**src/rtl/lbg_pkg.sv**
```systemverilog
`default_nettype none
// ----------------------------------------------------------------------------
// Bump-and-go controller package
// Shared types, constants and register indices for the laser bump-and-go
// controller: configuration bundle, queue entry and drive state encoding.
// ----------------------------------------------------------------------------
package lbg_pkg;

   localparam int INDEX_W = 10;
   localparam int RANGE_W = 16;
   localparam int SPEED_W = 12;
   localparam int CMD_W   = 13;
   localparam int TICK_W  = 16;
   localparam int CONE_W  = 17;
   localparam int LIMIT_W = 13;

   localparam logic [INDEX_W-1:0] CONE_LOW         = 10'd196;
   localparam logic [INDEX_W-1:0] CONE_HIGH        = 10'd470;
   localparam logic [INDEX_W-1:0] CENTER_INDEX     = 10'd333;
   localparam logic [INDEX_W-1:0] CENTER_TOLERANCE = 10'd3;
   localparam logic [LIMIT_W-1:0] MAX_SAMPLES      = 13'd1024;
   localparam logic [CONE_W-1:0]  CONE_INF         = 17'h1FFFF;
   localparam logic [TICK_W-1:0]  TICK_SAT         = 16'hFFFF;

   localparam int QUEUE_DEPTH = 4;

   localparam int REQ_DATA_W = 32;
   localparam int RSP_DATA_W = 32;
   localparam int CSR_IDX_W  = 4;
   localparam int CSR_DATA_W = 16;

   typedef enum logic [CSR_IDX_W-1:0] {
      CSR_RANGE_FLOOR   = 4'd0,
      CSR_RANGE_CEILING = 4'd1,
      CSR_OBSTACLE_DIST = 4'd2,
      CSR_SCAN_TIMEOUT  = 4'd3,
      CSR_BACKING_TICKS = 4'd4,
      CSR_LIN_SPEED     = 4'd5,
      CSR_ANG_SPEED     = 4'd6,
      CSR_ZERO_ANGLE    = 4'd7
   } lbg_csr_index_type;

   typedef enum logic [1:0] {
      DRIVE_FORWARD = 2'd0,
      DRIVE_BACK    = 2'd1,
      DRIVE_TURN    = 2'd2,
      DRIVE_STOP    = 2'd3
   } lbg_drive_state_type;

   typedef enum logic {
      ENTRY_PUBLISH = 1'b0,
      ENTRY_TICK    = 1'b1
   } lbg_entry_kind_type;

   typedef struct packed {
      logic [RANGE_W-1:0] range_floor;
      logic [RANGE_W-1:0] range_ceiling;
      logic [RANGE_W-1:0] obstacle_limit;
      logic [TICK_W-1:0]  scan_timeout_ticks;
      logic [TICK_W-1:0]  backing_ticks;
      logic [SPEED_W-1:0] lin_speed;
      logic [SPEED_W-1:0] ang_speed;
      logic [INDEX_W-1:0] zero_angle_index;
   } lbg_cfg_type;

   typedef struct packed {
      lbg_entry_kind_type kind;
      logic               obstacle;
      logic [INDEX_W-1:0] choice_idx;
      logic [INDEX_W-1:0] max_idx;
   } lbg_entry_type;

endpackage
`default_nettype wire

```
**src/rtl/lbg_front.sv**
```systemverilog
`default_nettype none
// ----------------------------------------------------------------------------
// Bump-and-go scan front end
// Accepts samples and ticks, keeps the running cone minimum and maxima of the
// scan in progress, and queues a publish entry on the last sample and a tick
// entry on every tick.
// ----------------------------------------------------------------------------
module lbg_front (
   input  wire                               clock,
   input  wire                               reset,
   input  lbg_pkg::lbg_cfg_type              cfg,
   input  wire                               req_tvalid,
   output logic                              req_tready,
   input  wire  [lbg_pkg::REQ_DATA_W-1:0]    req_tdata,
   input  wire                               req_tuser,
   input  wire                               req_tlast,
   output logic                              push_valid,
   input  wire                               push_ready,
   output lbg_pkg::lbg_entry_type            push_data
);
   import lbg_pkg::*;

   logic [CONE_W-1:0]  cone_min_ff, cone_min_in;
   logic [RANGE_W-1:0] all_max_ff, all_max_in;
   logic [INDEX_W-1:0] all_idx_ff, all_idx_in;
   logic [RANGE_W-1:0] out_max_ff, out_max_in;
   logic [INDEX_W-1:0] out_idx_ff, out_idx_in;

   logic [INDEX_W-1:0] idx;
   logic [RANGE_W-1:0] rng;
   logic               fin;
   logic               usable;
   logic               in_cone;
   logic               max_in_cone;
   logic               obstacle;
   logic               take_sample;

   assign idx = req_tdata[INDEX_W-1:0];
   assign rng = req_tdata[INDEX_W+RANGE_W-1:INDEX_W];
   assign fin = req_tdata[INDEX_W+RANGE_W];

   assign usable  = fin && ({{(LIMIT_W-INDEX_W){1'b0}}, idx} < MAX_SAMPLES)
                    && (rng >= cfg.range_floor) && (rng <= cfg.range_ceiling);
   assign in_cone = (idx >= CONE_LOW) && (idx <= CONE_HIGH);

   // Running values including the current sample; the last sample of a scan
   // is folded in before the scan is published.
   always_comb begin
      cone_min_in = cone_min_ff;
      all_max_in  = all_max_ff;
      all_idx_in  = all_idx_ff;
      out_max_in  = out_max_ff;
      out_idx_in  = out_idx_ff;
      if (usable) begin
         if (in_cone && ({1'b0, rng} < cone_min_ff)) begin
            cone_min_in = {1'b0, rng};
         end
         if (rng > all_max_ff) begin
            all_max_in = rng;
            all_idx_in = idx;
         end
         if (!in_cone && (rng > out_max_ff)) begin
            out_max_in = rng;
            out_idx_in = idx;
         end
      end
   end

   assign max_in_cone = (all_idx_in >= CONE_LOW) && (all_idx_in <= CONE_HIGH);
   assign obstacle    = cone_min_in < {1'b0, cfg.obstacle_limit};

   assign req_tready = push_ready;
   assign push_valid = req_tvalid && (req_tuser || req_tlast);
   assign take_sample = req_tvalid && req_tready && !req_tuser;

   always_comb begin
      push_data.kind       = req_tuser ? ENTRY_TICK : ENTRY_PUBLISH;
      push_data.obstacle   = obstacle;
      push_data.max_idx    = all_idx_in;
      push_data.choice_idx = (obstacle && max_in_cone && (out_max_in != '0))
                             ? out_idx_in : all_idx_in;
   end

   always_ff @(posedge clock) begin
      if (reset) begin
         cone_min_ff <= CONE_INF;
         all_max_ff  <= '0;
         all_idx_ff  <= '0;
         out_max_ff  <= '0;
         out_idx_ff  <= '0;
      end else if (take_sample) begin
         if (req_tlast) begin
            cone_min_ff <= CONE_INF;
            all_max_ff  <= '0;
            all_idx_ff  <= '0;
            out_max_ff  <= '0;
            out_idx_ff  <= '0;
         end else begin
            cone_min_ff <= cone_min_in;
            all_max_ff  <= all_max_in;
            all_idx_ff  <= all_idx_in;
            out_max_ff  <= out_max_in;
            out_idx_ff  <= out_idx_in;
         end
      end
   end

endmodule
`default_nettype wire

```
**src/rtl/lbg_queue.sv**
```systemverilog
`default_nettype none
// ----------------------------------------------------------------------------
// Bump-and-go entry queue
// Small first-in first-out queue of publish and tick entries between the
// scan front end and the drive state machine.
// ----------------------------------------------------------------------------
module lbg_queue #(
   parameter int DEPTH = lbg_pkg::QUEUE_DEPTH
) (
   input  wire                    clock,
   input  wire                    reset,
   input  wire                    push_valid,
   output logic                   push_ready,
   input  lbg_pkg::lbg_entry_type push_data,
   output logic                   pop_valid,
   input  wire                    pop_ready,
   output lbg_pkg::lbg_entry_type pop_data
);
   import lbg_pkg::*;

   localparam int PTR_W = (DEPTH > 1) ? $clog2(DEPTH) : 1;
   localparam int CNT_W = $clog2(DEPTH + 1);
   localparam logic [PTR_W-1:0] LAST_PTR = PTR_W'(DEPTH - 1);
   localparam logic [CNT_W-1:0] FULL_CNT = CNT_W'(DEPTH);

   lbg_entry_type    entries_ff [DEPTH];
   logic [PTR_W-1:0] wr_ptr_ff, wr_ptr_in;
   logic [PTR_W-1:0] rd_ptr_ff, rd_ptr_in;
   logic [CNT_W-1:0] count_ff, count_in;
   logic             do_push;
   logic             do_pop;

   assign push_ready = count_ff != FULL_CNT;
   assign pop_valid  = count_ff != '0;
   assign pop_data   = entries_ff[rd_ptr_ff];
   assign do_push    = push_valid && push_ready;
   assign do_pop     = pop_valid && pop_ready;

   always_comb begin
      wr_ptr_in = wr_ptr_ff;
      rd_ptr_in = rd_ptr_ff;
      count_in  = count_ff;
      if (do_push) begin
         wr_ptr_in = (wr_ptr_ff == LAST_PTR) ? '0 : wr_ptr_ff + 1'b1;
      end
      if (do_pop) begin
         rd_ptr_in = (rd_ptr_ff == LAST_PTR) ? '0 : rd_ptr_ff + 1'b1;
      end
      if (do_push && !do_pop) begin
         count_in = count_ff + 1'b1;
      end else if (do_pop && !do_push) begin
         count_in = count_ff - 1'b1;
      end
   end

   always_ff @(posedge clock) begin
      if (reset) begin
         wr_ptr_ff <= '0;
         rd_ptr_ff <= '0;
         count_ff  <= '0;
      end else begin
         wr_ptr_ff <= wr_ptr_in;
         rd_ptr_ff <= rd_ptr_in;
         count_ff  <= count_in;
      end
   end

   always_ff @(posedge clock) begin
      if (do_push) begin
         entries_ff[wr_ptr_ff] <= push_data;
      end
   end

endmodule
`default_nettype wire

```
**src/rtl/lbg_back.sv**
```systemverilog
`default_nettype none
// ----------------------------------------------------------------------------
// Bump-and-go drive state machine
// Takes entries, holds the last published scan and, once one is held, steps
// the forward, back, turn and stop machine per tick, registering a command.
// ----------------------------------------------------------------------------
module lbg_back (
   input  wire                               clock,
   input  wire                               reset,
   input  lbg_pkg::lbg_cfg_type              cfg,
   input  wire                               pop_valid,
   output logic                              pop_ready,
   input  lbg_pkg::lbg_entry_type            pop_data,
   output logic                              rsp_tvalid,
   input  wire                               rsp_tready,
   output logic [lbg_pkg::RSP_DATA_W-1:0]    rsp_tdata
);
   import lbg_pkg::*;

   lbg_drive_state_type state_ff, state_in;
   logic               turn_dir_ff, turn_dir_in;
   logic [TICK_W-1:0]  ticks_ff, ticks_in;
   logic [TICK_W-1:0]  age_ff, age_in;
   logic               seen_ff, seen_in;
   logic               held_obst_ff, held_obst_in;
   logic [INDEX_W-1:0] held_choice_ff, held_choice_in;
   logic [INDEX_W-1:0] held_max_ff, held_max_in;
   logic               rsp_valid_ff, rsp_valid_in;
   logic [RSP_DATA_W-1:0] rsp_data_ff, rsp_data_in;

   logic               take;
   logic               tick;
   logic [TICK_W-1:0]  age_inc;
   logic [TICK_W-1:0]  ticks_inc;
   logic [INDEX_W-1:0] center_dist;
   logic [CMD_W-1:0]   lin_cmd;
   logic [CMD_W-1:0]   ang_cmd;
   logic [CMD_W-1:0]   lin_pos;
   logic [CMD_W-1:0]   ang_pos;

   assign pop_ready = !rsp_valid_ff || rsp_tready;
   assign take      = pop_valid && pop_ready;
   assign tick      = take && (pop_data.kind == ENTRY_TICK) && seen_ff;

   assign age_inc   = (age_ff == TICK_SAT) ? age_ff : age_ff + 1'b1;
   assign ticks_inc = (ticks_ff == TICK_SAT) ? ticks_ff : ticks_ff + 1'b1;
   assign center_dist = (held_max_ff >= CENTER_INDEX) ? held_max_ff - CENTER_INDEX
                                                       : CENTER_INDEX - held_max_ff;
   assign lin_pos = {1'b0, cfg.lin_speed};
   assign ang_pos = {1'b0, cfg.ang_speed};

   always_comb begin
      state_in       = state_ff;
      turn_dir_in    = turn_dir_ff;
      ticks_in       = ticks_ff;
      age_in         = age_ff;
      seen_in        = seen_ff;
      held_obst_in   = held_obst_ff;
      held_choice_in = held_choice_ff;
      held_max_in    = held_max_ff;
      lin_cmd        = '0;
      ang_cmd        = '0;

      if (take && (pop_data.kind == ENTRY_PUBLISH)) begin
         held_obst_in   = pop_data.obstacle;
         held_choice_in = pop_data.choice_idx;
         held_max_in    = pop_data.max_idx;
         seen_in        = 1'b1;
         age_in         = '0;
      end else if (tick) begin
         age_in   = age_inc;
         ticks_in = ticks_inc;
         case (state_ff)
            DRIVE_FORWARD: begin
               lin_cmd = lin_pos;
               if (age_inc > cfg.scan_timeout_ticks) begin
                  state_in = DRIVE_STOP;
                  ticks_in = '0;
               end else begin
                  turn_dir_in = held_choice_ff >= cfg.zero_angle_index;
                  if (held_obst_ff) begin
                     state_in = DRIVE_BACK;
                     ticks_in = '0;
                  end
               end
            end
            DRIVE_BACK: begin
               lin_cmd = CMD_W'(0) - lin_pos;
               if (ticks_inc > cfg.backing_ticks) begin
                  state_in = DRIVE_TURN;
                  ticks_in = '0;
               end
            end
            DRIVE_TURN: begin
               ang_cmd = turn_dir_ff ? ang_pos : CMD_W'(0) - ang_pos;
               if (center_dist <= CENTER_TOLERANCE) begin
                  state_in = DRIVE_FORWARD;
                  ticks_in = '0;
               end
            end
            default: begin
               if (age_inc < cfg.scan_timeout_ticks) begin
                  state_in = DRIVE_FORWARD;
                  ticks_in = '0;
               end
            end
         endcase
      end

      rsp_valid_in = pop_ready ? tick : rsp_valid_ff;
      rsp_data_in  = tick ? {{(RSP_DATA_W-2-2*CMD_W-1){1'b0}}, turn_dir_in,
                             ang_cmd, lin_cmd, state_in}
                          : rsp_data_ff;
   end

   always_ff @(posedge clock) begin
      if (reset) begin
         state_ff       <= DRIVE_FORWARD;
         turn_dir_ff    <= 1'b1;
         ticks_ff       <= '0;
         age_ff         <= '0;
         seen_ff        <= 1'b0;
         held_obst_ff   <= 1'b0;
         held_choice_ff <= '0;
         held_max_ff    <= '0;
         rsp_valid_ff   <= 1'b0;
      end else begin
         state_ff       <= state_in;
         turn_dir_ff    <= turn_dir_in;
         ticks_ff       <= ticks_in;
         age_ff         <= age_in;
         seen_ff        <= seen_in;
         held_obst_ff   <= held_obst_in;
         held_choice_ff <= held_choice_in;
         held_max_ff    <= held_max_in;
         rsp_valid_ff   <= rsp_valid_in;
      end
   end

   always_ff @(posedge clock) begin
      rsp_data_ff <= rsp_data_in;
   end

   assign rsp_tvalid = rsp_valid_ff;
   assign rsp_tdata  = rsp_data_ff;

endmodule
`default_nettype wire

```
**src/rtl/laser_bump_go_controller.sv**
```systemverilog
`default_nettype none
// ----------------------------------------------------------------------------
// Laser bump-and-go controller
// Obstacle avoidance state machine fed by laser range samples and control
// ticks, with a register write port for its thresholds and speeds.
// ----------------------------------------------------------------------------
// The block takes one transaction per clock cycle, samples and ticks alike,
// while its queue has room. Samples update the running scan statistics in the
// front end in the cycle they are taken; the last sample of a scan and every
// tick place an entry in a queue of QUEUE_DEPTH entries, which the drive state
// machine drains at one entry per cycle whenever its output register is free.
// A tick that yields a command is held in the queue and then in the output
// register of the drive state machine before the result channel can accept it.
// Ticks before the first complete scan give no result.
// Registers may be written only while the block is idle; the write channel is
// always ready.
module laser_bump_go_controller #(
   parameter int QUEUE_DEPTH = lbg_pkg::QUEUE_DEPTH
) (
   input  wire                               clock,
   input  wire                               reset,
   // req_tdata: sample_index[9:0], sample_range[25:10], sample_finite[26]
   input  wire                               req_tvalid,
   output logic                              req_tready,
   input  wire  [lbg_pkg::REQ_DATA_W-1:0]    req_tdata,
   // req_tuser: req_type (0 sample, 1 tick); req_tlast: sample_last
   input  wire                               req_tuser,
   input  wire                               req_tlast,
   // rsp_tdata: drive_state[1:0], linear_cmd[14:2], angular_cmd[27:15],
   //            turn_left[28]
   output logic                              rsp_tvalid,
   input  wire                               rsp_tready,
   output logic [lbg_pkg::RSP_DATA_W-1:0]    rsp_tdata,
   input  wire                               csr_valid,
   output logic                              csr_ready,
   input  wire  [lbg_pkg::CSR_IDX_W-1:0]     csr_index,
   input  wire  [lbg_pkg::CSR_DATA_W-1:0]    csr_data
);
   import lbg_pkg::*;

   lbg_cfg_type   cfg_ff;
   lbg_entry_type push_data;
   lbg_entry_type pop_data;
   logic          push_valid;
   logic          push_ready;
   logic          pop_valid;
   logic          pop_ready;

   assign csr_ready = 1'b1;

   always_ff @(posedge clock) begin
      if (reset) begin
         cfg_ff.range_floor        <= 16'd100;
         cfg_ff.range_ceiling      <= 16'd30000;
         cfg_ff.obstacle_limit     <= 16'd1000;
         cfg_ff.scan_timeout_ticks <= 16'd20;
         cfg_ff.backing_ticks      <= 16'd40;
         cfg_ff.lin_speed          <= 12'd300;
         cfg_ff.ang_speed          <= 12'd300;
         cfg_ff.zero_angle_index   <= 10'd333;
      end else if (csr_valid && csr_ready) begin
         case (csr_index)
            CSR_RANGE_FLOOR:   cfg_ff.range_floor        <= csr_data;
            CSR_RANGE_CEILING: cfg_ff.range_ceiling      <= csr_data;
            CSR_OBSTACLE_DIST: cfg_ff.obstacle_limit     <= csr_data;
            CSR_SCAN_TIMEOUT:  cfg_ff.scan_timeout_ticks <= csr_data;
            CSR_BACKING_TICKS: cfg_ff.backing_ticks      <= csr_data;
            CSR_LIN_SPEED:     cfg_ff.lin_speed          <= csr_data[SPEED_W-1:0];
            CSR_ANG_SPEED:     cfg_ff.ang_speed          <= csr_data[SPEED_W-1:0];
            CSR_ZERO_ANGLE:    cfg_ff.zero_angle_index   <= csr_data[INDEX_W-1:0];
            default: begin
            end
         endcase
      end
   end

   lbg_front u_front (
      .clock      (clock),
      .reset      (reset),
      .cfg        (cfg_ff),
      .req_tvalid (req_tvalid),
      .req_tready (req_tready),
      .req_tdata  (req_tdata),
      .req_tuser  (req_tuser),
      .req_tlast  (req_tlast),
      .push_valid (push_valid),
      .push_ready (push_ready),
      .push_data  (push_data)
   );

   lbg_queue #(
      .DEPTH (QUEUE_DEPTH)
   ) u_queue (
      .clock      (clock),
      .reset      (reset),
      .push_valid (push_valid),
      .push_ready (push_ready),
      .push_data  (push_data),
      .pop_valid  (pop_valid),
      .pop_ready  (pop_ready),
      .pop_data   (pop_data)
   );

   lbg_back u_back (
      .clock      (clock),
      .reset      (reset),
      .cfg        (cfg_ff),
      .pop_valid  (pop_valid),
      .pop_ready  (pop_ready),
      .pop_data   (pop_data),
      .rsp_tvalid (rsp_tvalid),
      .rsp_tready (rsp_tready),
      .rsp_tdata  (rsp_tdata)
   );

endmodule
`default_nettype wire

```
**config.mk**
```make
export PLATFORM = sky130hd
export DESIGN_NAME = laser_bump_go_controller
export DESIGN_NICKNAME = d
export VERILOG_FILES = /design/src/rtl/lbg_pkg.sv /design/src/rtl/lbg_front.sv /design/src/rtl/lbg_queue.sv /design/src/rtl/lbg_back.sv /design/src/rtl/laser_bump_go_controller.sv
export SDC_FILE = /design/constraint.sdc
export NUM_CORES = 1
export LEC_CHECK = 0
export ABC_CLOCK_PERIOD_IN_PS = 5400
export BUFFER_PORTS_ARGS = -buffer_cell sky130_fd_sc_hd__buf_2
export CAP_MARGIN = 25
export CORE_MARGIN = 8
export CORE_UTILIZATION = 58
export CTS_BUF_LIST = sky130_fd_sc_hd__clkbuf_2 sky130_fd_sc_hd__clkbuf_4 sky130_fd_sc_hd__clkbuf_8
export CTS_CLUSTER_SIZE = 8
export DETAILED_ROUTE_END_ITERATION = 6
export PLACE_DENSITY = 0.78
export SYNTH_ARGS = -nofsm -noshare
export SYNTH_HDL_FRONTEND = slang
export SYNTH_SLANG_ARGS = --single-unit
export TNS_END_PERCENT = 10
```
**constraint.sdc**
```tcl
create_clock -name clock -period 5.4 [get_ports clock]
set_clock_uncertainty 0.2 [all_clocks]
set_input_delay 1.08 -clock clock [delete_from_list [all_inputs] [get_ports clock]]
set_output_delay 1.08 -clock clock [all_outputs]
set_load 0.01 [all_outputs]
```
==> results.toml <==
[placed_design]
preCtsSetupSlack_ns = -0.466
postPlaceCellArea_mm2 = 0.0202
dp.cells = 2561
gp_congestion = 0.907
port_buffers = 84
dp_hpwl_um = 32700

[critical_path]
critPathLaunchType = "primary input"
crit_path_cell_trace = "buf_2, ha_1, nand4_1, or4_4, or3_1, a211oi_2, buf_6, buf_4, nand2_1, o21ai_0, ha_1, a21o_1, a21o_1, a21o_1, a21oi_1, nor2b_1, a2111oi_4, buf_4, buf_12, a31oi_1, a41oi_2"
critical_path_class = "primary input to flip-flop"
crit_family = "compound AO/OA/AOI/OAI gates"
cp_common_cell = "a21o_1"
endpoint_kind = "flip-flop"
critPathArrivalTime_ns = 5.43
crit_fanout = 14
slowest_stage = "or4_4"
cp_num_buf_inv = 5
cp.required_ns = 5.61
crit_path_max_incr_delay_ns = 0.52

[layout]
fin_cells = 2672
antennaDiodeCount = 0
final_layout_size_suffix_gt1_share_pct = 14.8
design_area_mm2 = 0.0216
n_fill_cell = 2570
final_nets = 2395
syn2layout_area_growth_pct = 13.8

[synthesis]
synth_enable_flop_cells = 117
yosys_register_bits = 367
yosysMostFrequentCell = "nand2_1"
synth_area_per_cell_um2 = 9.16
synth_cell_type_count = 68
synth_area_mm2 = 0.0190
yosysTopAreaCell = "dfxtp_1"
ys.flop_type = "dfxtp_1"
synth.top_cell.area_share_pct = 26.3
syn-instance-count = 2074
synthTopCellsByArea = "dfxtp_1 26%, edfxtp_1 18%, ha_1 9.9%, nand2_1 5.8%, a21oi_1 4.4%"
yosys-top-cells-count = "294 x nand2_1, 250 x dfxtp_1, 187 x nor2_1"
synthArstFlopShare_pct = 0
yosysWarnings = 0
ys_seq_area_share_pct = 44.8

[clocking]
cts_buffers = 59
htree_levels = 2
cts_hold_buf = 0
ctsRootBufferMaster = "clkbuf_8"
clk_latency_ns = 0.62
clock-sinks = 367
clockBufferDepth = 3
clkTransAtPathRegs_ns = 0.07
cts_tree = "yes"

[floorplan]
ios = 94
num_rows = 66
fp.dieW_um = 197
core_mm2 = 0.0324
die_area_mm2 = 0.0388
start_util_pct = 58.7
die_y_um = 197

[detailed_routing]
wl_per_cell_um = 17.9
wirelength_um = 47700
drc = 0
ant_nets = 0
drt_iter0_drc = 1168
vias_per_cell = 5.85
route.vias.total = 15600
drt_pass1_iterations = 5

[power]
irDropWorstVdd_v = 0.000254
p_leak_uw = 0.00834
power.density_mw_per_mm2 = 337

[job]
drv_cap = 0

[run_status]
status = "completed"

[grt]
grtUsageMet1_pct = 30.9
antenna_found_initial = 1
grt_max_degree = 156
grt_pass1_wl_um = 75300
grt_pass1_vias = 15000
met2_usage_pct = 38.7
grt-ovfl-total = 0
grt.total_usage_pct = 23.8
top_usage_layer = "met2"
globalRouteMet3Util_pct = 5.24

[sta]
hold_viol = 0
slew_headroom_pct = 33.4
setup_slack_ns = 0.173
post-route-min-period_ns = 5.23
hold-worst-slack_ns = 0.255
max_freq_mhz = 191
worst_pin_slew_ns = 0.997
maxSlewViolCount = 0
setup_viol = 0
fin_crit_sh_pct = 96.8
fin_tns_setup_ns = 0

[worst_hold_path]
hp-class = "flip-flop to flip-flop"
[final cells by class]
class / count / area [um^2] / area share, %
repair buffers: 165 / 1170 / 5.41
clock buffers: 95 / 1160 / 5.38
flip-flops and latches: 367 / 8520 / 39.4
well taps: 442 / 553 / 2.56
inverters: 157 / 589 / 2.73
multi-input cells: 1435 / 9540 / 44.1
clock inverters: 11 / 86.3 / 0.399
[layer usage]
| layer | wire, um | part of all wire [%] | up-vias |
|---|---|---|---|
| met5 | 10 | 0.021 | - |
| li1 | - | - | 7515 |
| met1 | 20800 | 44 | 7451 |
| met2 | 21800 | 46 | 551 |
| met3 | 3620 | 7.6 | 116 |
| met4 | 1480 | 3.1 | 2 |
[registers in the layout, summed over array words and instances (netlist names), named ones only]
signal and count:
u_back.seen_ff 1, u_queue.wr_ptr_ff 2, u_front.all_idx_ff 10, u_queue.rd_ptr_ff 2, cfg_ff 114, u_back.state_ff 2
u_back.rsp_tvalid 1, u_front.all_max_ff 16, u_queue.entries_ff 88, u_front.out_max_ff 16, u_back.held_choice_ff 10, u_back.turn_dir_ff 1
u_back.ticks_ff 16, u_back.held_obst_ff 1, u_back.rsp_tdata 29, u_front.out_idx_ff 10, u_queue.count_ff 3, u_back.age_ff 16
u_back.held_max_ff 10, u_front.cone_min_ff 17
[through the flow]
stage	utilization, %	total power, uW
global placement	62.1	4750
floorplan	-	4350
detailed placement	62.4	4820
global route	66.8	7640
finish	66.8	7280
CTS	66.3	7300
[worst paths after layout]
check / startpoint / to / slack (ns) / cells past startpoint
setup / recovery: req_tdata[19] / u_queue.entries_ff[0][15] / 0.17 / 21
setup reg to reg: cfg_ff[92] / u_queue.entries_ff[0][15] / 0.28 / 21
hold reg to reg: cfg_ff[51] / cfg_ff[51] / 0.26 / 2
hold / removal: cfg_ff[51] / cfg_ff[51] / 0.26 / 2
[repair_timing]
| action | in CTS | in global routing |
|---|---|---|
| hold endpoints to repair | 0 | 0 |
| setup buffers | 0 | 3 |
| endpoints found under the setup margin | 0 | 42 |
| gates resized for setup | 0 | 16 |
[layout by cell type (no fill, tap or decap), drive strengths merged, types with 14 or more instances in the layout]
master,Yosys,routed
nor2,187,187
o21ai,51,51
nand4,23,23
nor3,29,29
nor4,17,17
edfxtp,117,117
a31oi,26,26
a22oi,53,53
o22ai,19,19
nand2b,29,29
ha,150,150
buf,17,164
or3,16,16
inv,157,157
a211o,22,22
a21o,14,14
nand2,294,294
dfxtp,250,250
nor2b,20,20
nand3,52,52
xor2,25,25
mux4,22,22
mux2,14,14
xnor2,31,31
a21oi,167,167
mux2i,37,37
clkbuf,100,96
nand3b,17,17
[where the power goes]
part / internal [uW] / switching, uW
logic: 631 / 920
registers: 3070 / 168
clock network: 1410 / 1090
total: 5100 / 2180
[tightest hold or removal path: stages, from the launching register on]
cell and delay [ns]:
dfxtp_1 0.31, nand2_1 0.05, a21oi_1 0.05
[cell families after synthesis]
family,after synthesis,share of synthesized area (%)
other,2,0.0395
xor gates and xnor gates,56,2.58
AOI/OAI and AO/OA,423,14.1
adders and majority gates,151,9.99
and+or+nand+nor,728,17.5
buffers and inverters,274,5.61
DFF,367,44.8
muxes,73,5.39
No activity file was read; power rests on OpenSTA's default activity.
